==> src/rtl/assert_macros.svh <==
// Assertion macros shared by the gradient predictor RTL.
// Needs a clock named aclk and an active-low reset named aresetn in scope.
`ifndef ASSERT_MACROS_SVH
`define ASSERT_MACROS_SVH

// Checked only outside reset.
`define GPF_ASSERT(lbl, prop, msg) \
    lbl: assert property (@(posedge aclk) disable iff (!aresetn) prop) else $error(msg);

// Checked on every edge, reset included.
`define GPF_ASSERT_ALWAYS(lbl, prop, msg) \
    lbl: assert property (@(posedge aclk) prop) else $error(msg);

`endif

==> src/rtl/gpf_pkg.sv <==
// Package for the gradient predictor filter: widths, register indexes,
// pixel modes and byte-swap helpers. No dependencies.
`timescale 1ns / 1ps

package gpf_pkg;

    localparam int PIX_W         = 32;
    localparam int COMP_W        = 8;
    localparam int SHIFT_W       = 5;
    localparam int CFG_IDX_W     = 4;
    localparam int CFG_DATA_W    = 8;
    localparam int ROW_WIDTH_DEF = 2048;
    localparam logic [COMP_W-1:0] COMP_FULL = 8'hFF;

    typedef logic [1:0] pix_mode_t;
    localparam pix_mode_t MODE_PACKED24 = 2'd0;
    localparam pix_mode_t MODE_WORD16   = 2'd1;
    localparam pix_mode_t MODE_WORD32   = 2'd2;

    typedef logic [CFG_IDX_W-1:0] cfg_idx_t;
    localparam cfg_idx_t REG_PIXEL_MODE  = 4'd0;
    localparam cfg_idx_t REG_RED_MAX     = 4'd1;
    localparam cfg_idx_t REG_GREEN_MAX   = 4'd2;
    localparam cfg_idx_t REG_BLUE_MAX    = 4'd3;
    localparam cfg_idx_t REG_RED_SHIFT   = 4'd4;
    localparam cfg_idx_t REG_GREEN_SHIFT = 4'd5;
    localparam cfg_idx_t REG_BLUE_SHIFT  = 4'd6;
    localparam cfg_idx_t REG_SWAP_BYTES  = 4'd7;

    function automatic logic [31:0] swap32(input logic [31:0] v);
        return {v[7:0], v[15:8], v[23:16], v[31:24]};
    endfunction

    function automatic logic [15:0] swap16(input logic [15:0] v);
        return {v[7:0], v[15:8]};
    endfunction

endpackage

==> src/rtl/gpf_comp.sv <==
// One color component: extract, gradient predict, clamp, residual, repack.
// Purely combinational; uses gpf_pkg.
`timescale 1ns / 1ps

module gpf_comp (
    input  logic [gpf_pkg::PIX_W-1:0]   pixel,
    input  logic [gpf_pkg::SHIFT_W-1:0] shift,
    input  logic [gpf_pkg::COMP_W-1:0]  max_val,
    input  logic [gpf_pkg::COMP_W-1:0]  left_val,
    input  logic [gpf_pkg::COMP_W-1:0]  upper_val,
    input  logic [gpf_pkg::COMP_W-1:0]  upper_left_val,
    output logic [gpf_pkg::COMP_W-1:0]  here,
    output logic [gpf_pkg::COMP_W-1:0]  residual,
    output logic [gpf_pkg::PIX_W-1:0]   packed_part
);
    import gpf_pkg::*;

    logic [PIX_W-1:0]  shifted;
    logic signed [9:0] pred;
    logic [COMP_W-1:0] pred_clamp;

    always_comb begin
        shifted = pixel >> shift;
        here    = shifted[COMP_W-1:0] & max_val;
        pred    = $signed({2'b00, left_val}) + $signed({2'b00, upper_val})
                  - $signed({2'b00, upper_left_val});
        if (pred < 0) begin
            pred_clamp = '0;
        end else if (pred > $signed({2'b00, max_val})) begin
            pred_clamp = max_val;
        end else begin
            pred_clamp = pred[COMP_W-1:0];
        end
        residual    = (here - pred_clamp) & max_val;
        packed_part = PIX_W'(residual) << shift;
    end

endmodule

==> config.mk <==
export PLATFORM = sky130hd
export DESIGN_NAME = gpf_comp
export DESIGN_NICKNAME = d
export VERILOG_FILES = /design/src/rtl/assert_macros.svh /design/src/rtl/gpf_pkg.sv /design/src/rtl/gpf_comp.sv
export SDC_FILE = /design/constraint.sdc
export NUM_CORES = 1
export LEC_CHECK = 0
export BUFFER_PORTS_ARGS = -buffer_cell sky130_fd_sc_hd__buf_4
export CORE_UTILIZATION = 45
export DETAILED_ROUTE_END_ITERATION = 10
export PLACE_DENSITY = 0.81
export SYNTH_ARGS = -nofsm -noshare
export SYNTH_HDL_FRONTEND = slang
export SYNTH_SLANG_ARGS = --single-unit
export TNS_END_PERCENT = 100
==> constraint.sdc <==
create_clock -name vclk -period 14.95
set_input_delay 2.2425 -clock vclk [all_inputs]
set_output_delay 2.2425 -clock vclk [all_outputs]
set_load 0.03 [all_outputs]
==> run metrics, run 1 <==
outcome=finished clean; drt total wl=slightly below 10000 um; vias in the first global route=3271; GPL Wtd Cong=between 0.9 and 1; largest net degree at the start of global routing=63; P&R area growth vs syn=24.93%; Fillers=between 600 and 700; synth top area cells=mux4_2, ha_1, mux2i_1; max cap viols=0; GR Util All Layers=about 25%; post-synthesis instance total=447; clkbuf count=0; layout cell share with drive strength beyond 1=a little under a third; synthesized area=approximately 0.0034 mm2; Internal=0.0001689 W; CP Capture Type=output pin; die area=just under 0.008 mm2; Syn Area/Cell=around 7.5 um2; min-delay src=max_val[0]; vias per cell=between 5 and 6; Mapped Nets=550; Die X=roughly 88 um; Port Buf Inserts=about 120; Core Region=between 0.007 and 0.008 mm2; Synth cell types=just over 70; post-route ant nets=0; Clock Power Share=0%; sequential standard cell area=0 um2; power density cells=between 90 and 100 mW/mm2; hold crit path type=primary input to output pin; std cell rows=31; Hold Vio Cnt, Final=0; total grt overflow=0; diodes inserted=0; P_sw=roughly 0.00024 W; count leader, synth=inv_1; initial antenna violation count=0; top cell type's share of synthesized area=under 10%; initial drt markers=259; Setup TNS Final=0 ps; Combinational Power Share=100.0%; Critical Path RT=~13000 ps; CP Max Fanout=11; postcts setup bufs=0; leak pwr=1.999 nW; Post-DP Area=0.004200 mm2; Final #Nets=between 600 and 700; fin crit share=a little under three quarters; drt drc=0; die height=88.44 um; number of buffers inserted by hold repair at cts=0; min cycle time layout=10640 ps; CP startpoint=left_val[1]; most frequent cells after synthesis=inv_1, nor2_1, nand2_1, mux2i_1; WS Path Type=primary input to output pin; CP Launch Type=primary input; Slew Viols, Final=0; WP data arrival=8400 ps; peak supply drop=roughly 0.053 mV; Seq/Total Area, Yosys=0%; dpl hpwl=about 8000 um; Setup-failing EPs final=0; Flop pwr share=0%; post-synth top area cell=mux4_2; seq_cells=0; Avg WL per Cell=between 15 and 20 um; DRT Pass-1 Iters=5; first-pass GRT wire length=~16000 um; Starting Density=between 40 and 50%; Multi-input gate area=approximately 0.0030 mm2; Tightest Pin Transition=872.0 ps; Hold WS=around 4900 ps; DR vias=between 3k and 4k; Slew Limit Headroom=around two fifths; CTS resizes=0; Ports=roughly 120; Syn. warnings=0; RSZ-0062 raised after global routing=false; Sw Share=approximately three fifths; fmax=about 94 MHz; Final Cell Area=0.004200 mm2
area by class of cell:
class | instances | area share (%)
Multi-Input combinational cell | 368 | 71.67
Tap cell | 99 | 2.949
Inverter | 50 | 4.468
Timing Repair Buffer | 117 | 20.91
worst max-delay path: stages:
cell and delay, ps:
buf_4 110, fa_1 530, fa_1 490, a211oi_1 310, nor2_1 140, o21a_1 190, nor2_1 110, xnor2_1 170
ha_1 280, nand4_1 80, o22ai_1 70, o211ai_1 700, mux2_2 410, nand2_1 120, ha_1 250, nor2b_1 120
o21ai_0 260, a21o_2 210, nand3_1 190, mux4_2 550, mux2_2 310, nand2b_1 160, a21boi_0 210, buf_4 190
metrics by stage:
stage               setup slack (ps)  power (W)  utilization, %  instances
global route                    3864  0.0004461           57.91        634
floorplan                       4842  0.0002968               -        447
global placement                4542  0.0003972           57.91        634
finish                          4308  0.0004100           57.91        634
detailed placement              4395  0.0004050           57.91        634
CTS                             4369  0.0004068           57.91        634
cell usage in the layout (no fill, tap or decap), types with 3 or more instances in the layout:
cell type and n:
a21o_1 5, mux4_2 14, xor2_1 3, or2_2 3
nor2b_1 5, nand2b_1 7, o211ai_1 6, o32ai_1 5
o22ai_1 3, fa_1 9, o21ai_0 25, nand2_1 33
ha_1 25, a211o_1 3, nand3_1 9, nand3b_1 3
xnor2_1 4, nor2_1 38, nor3_1 14, o21bai_1 4
buf_4 117, a31oi_1 6, a211oi_1 18, nand4_1 4
inv_1 49, a21oi_1 22, o31ai_1 4, mux2_2 15
mux2i_1 31, o21a_1 4, o221ai_1 5
final timing paths:
path,end,depth (start not counted)
worst max-delay path,packed_part[30],24
worst min-delay path,here[0],4
layer usage:
metal  part of all wire [%]  global-route usage (%)
met1                     45                   35.52
met2                     48                   40.28
met3                    5.5                   2.239
met4                    1.9                   4.839
met5                      0                       0
power by group through the flow:
stage	sequential (W)	combinational, W	clock, W
after floorplan	0	0.000297	0
after global placement	0	0.000397	0
after detailed placement	0	0.000405	0
after CTS	0	0.000407	0
after global routing	0	0.000446	0
final	0	0.000410	0
cell families after synthesis:
logic type,Yosys count,synth area share [%]
multiplexers,62,24.86
adder cells (fa/ha/maj),34,14.66
buffers and inverters,79,10.46
AO/OA/AOI/OAI,129,26.87
XOR/XNOR,8,2.568
AND/OR/NAND/NOR,135,20.58
No activity file was read; power rests on OpenSTA's default activity.
==> run 2: changes to the inputs <==
ABC_AREA = 1   (was unset)
PLACE_DENSITY = 0.82   (was 0.81)
clock period = 10.56 ns   (was 14.95 ns; I/O delays follow)
==> run metrics, run 2 <==
Die X=84.76 um (-4.2%); Ports=117 (unchanged); violated checks=DRC; clkbuf count=0 (unchanged); GR Util All Layers=28.70% (+4.0 points); GPL Wtd Cong=0.9381 (+2.4%); WP data arrival=7070 ps (-1330 ps); dpl hpwl=8558 um (+6.5%); Seq/Total Area, Yosys=0% (unchanged); final worst slack=1904 ps (-2404 ps); vias per cell=5.591 (-5.1%); mux cell area share after synthesis=0.9744% (-24 points); WS Path Type=primary input to output pin; XOR/XNOR share of the synthesized area=1.421% (-1.1 points); pre-CTS WS=1934 ps (-2461 ps); final std cells w/o fill=763 (+20%); post-route ant nets=0 (unchanged); synthesized area=0.003082 mm2 (-8.3%); Starting Density=47.45% (+1.1 points); top cell type's share of synthesized area=24.36% (+15 points); Synth cell types=41 (-42%); drt drc=13 (+13); Fillers=642 (-7.4%); max cap viols=0 (unchanged); total power=0.0004158 W (+1.4%); vias in the first global route=3877 (+19%); Critical Path RT=8980 ps (-3730 ps); count leader, synth=nand2_1; Hold Vio Cnt, Final=0 (unchanged); largest net degree at the start of global routing=47 (-25%); DRT Pass-1 Iters=8 (+3); power density cells=105.4 mW/mm2 (+8.0%); outcome=finished with violations; CP Max Fanout=14 (+3); Syn Area/Cell=5.179 um2 (-31%); post-layout util=60.72% (+2.8 points); drt total wl=10310 um (+4.3%); largest family of logic cells by synthesized area=simple AND/OR/NAND/NOR gates; first-pass GRT wire length=17310 um (+9.9%); Mapped Nets=698 (+27%); most frequent cells after synthesis=nand2_1, inv_1, nand3_1, nor2_1, o21ai_0; leak pwr=2.277 nW (+14%); largest stage delay on the critical path=530 ps (-170 ps); Port Buf Inserts=117 (unchanged); Setup-failing EPs final=0 (unchanged); Final #Nets=791 (+24%); RSZ-0062 raised after global routing=false; synth top area cells=nand2_1, nand3_1, ha_1; DR vias=4266 (+14%); postcts setup bufs=0 (unchanged); std cell rows=29 (-6.5%); Compound-Gate Fraction of Synth Area=19.33% (-7.5 points); hold crit path type=primary input to output pin; initial drt markers=280 (+8.1%); number of buffers inserted by hold repair at cts=0 (unchanged); Setup TNS Final=0 ps (unchanged); hold depth=4 (unchanged); total grt overflow=0 (unchanged); critical path depth=42 (+75%); most common cell after layout, fill and taps aside=nand2_1; Crit path max-delay family=simple AND/OR/NAND/NOR gates; Slew Viols, Final=0 (unchanged); Tightest Pin Transition=728.4 ps (-143.7 ps); die height=84.76 um (-4.2%); simple-gate share of the synthesized area=48.44% (+28 points); CTS resizes=0 (unchanged); fin crit share=81.97%; post-synthesis instance total=595 (+33%); die area=0.007183 mm2 (-8.1%); CP Capture Type=output pin; Buf/Inv on CP=8 (+6); initial antenna violation count=0 (unchanged); P&R area growth vs syn=27.97%; CP Launch Type=primary input; seq_cells=0 (unchanged); placed cell count=763 (+20%); peak supply drop=0.05637 mV (+6.4%); sequential standard cell area=0 um2 (unchanged); most frequent cells in the layout=nand2_1, buf_4, inv_1; Slew Limit Headroom=50.19% (+8.6 points); post-synth top area cell=nand2_1; slowest CP cell=fa_1; Avg WL per Cell=13.51 um (-13%); Core Region=0.006495 mm2 (-10%); most frequent cell on the critical path=nand2_1; Syn. warnings=0 (unchanged); Adder-Cell Fraction of Synth Area=16.00% (+1.3 points); fmax=roughly 120 MHz; min cycle time layout=8656 ps; layout cell share with drive strength beyond 1=20.26% (-10 points); diodes inserted=0 (unchanged)
[run 2: changes by cell type after synthesis, moves of 5 or more]
cell / before / now
a211oi_1: 18 / 1
buf_1: 2 / 10
clkbuf_1: 13 / 7
inv_1: 49 / 77
mux2_2: 15 / 0
mux2i_1: 31 / 3
mux4_2: 14 / 0
nand2_1: 33 / 200
nand2b_1: 7 / 0
nand3_1: 9 / 76
nor2b_1: 5 / 0
nor3_1: 14 / 3
o21ai_0: 25 / 39
o32ai_1: 5 / 0
[run 2: layer usage]
| metal | vias to the layer above | wire, um | part of all wire [%] | GRT usage [%] |
|---|---|---|---|---|
| li1 | 2143 | - | - | - |
| met1 | 1895 | 4533 | 44 | 37.14 |
| met2 | 214 | 4745 | 46 | 51.22 |
| met3 | 14 | 811 | 7.9 | 2.852 |
| met4 | 0 | 220 | 2.1 | 6.626 |
| met5 | - | 0 | 0 | 0 |
[run 2: area by class of cell]
class	instances	area (um2)	share of cell area, %
multi-input cells	487	2655	67.32
repair buffers	118	885.9	22.46
inverters	81	306.5	7.773
well taps	77	96.34	2.443
[run 2: stage by stage]
stage	hold slack (ps)	cell area [um2]
finish	3579	3944
global route	3603	3944
CTS	3582	3944
detailed placement	3581	3944
global placement	3573	3944
floorplan	3329	3082
[run 2: worst paths after layout]
kind   startpoint         endpoint  slack [ps]
max   left_val[2]  packed_part[24]        1900
min    max_val[7]      residual[7]        3580
[run 2: logic make-up (layout without fill, tap and decap cells)]
| kind of cell | Yosys count | in the layout |
|---|---|---|
| AOI/OAI and AO/OA | 101 | 101 |
| xor gates and xnor gates | 5 | 5 |
| adders and majority gates | 34 | 34 |
| buffers and inverters | 108 | 199 |
| muxes | 3 | 3 |
| and+or+nand+nor | 344 | 344 |
[run 2: report_power, final]
group	total, W	internal [W]	switching [W]
sequential	0	0	0
clock	0	0	0
combinational	0.000416	0.000152	0.000264
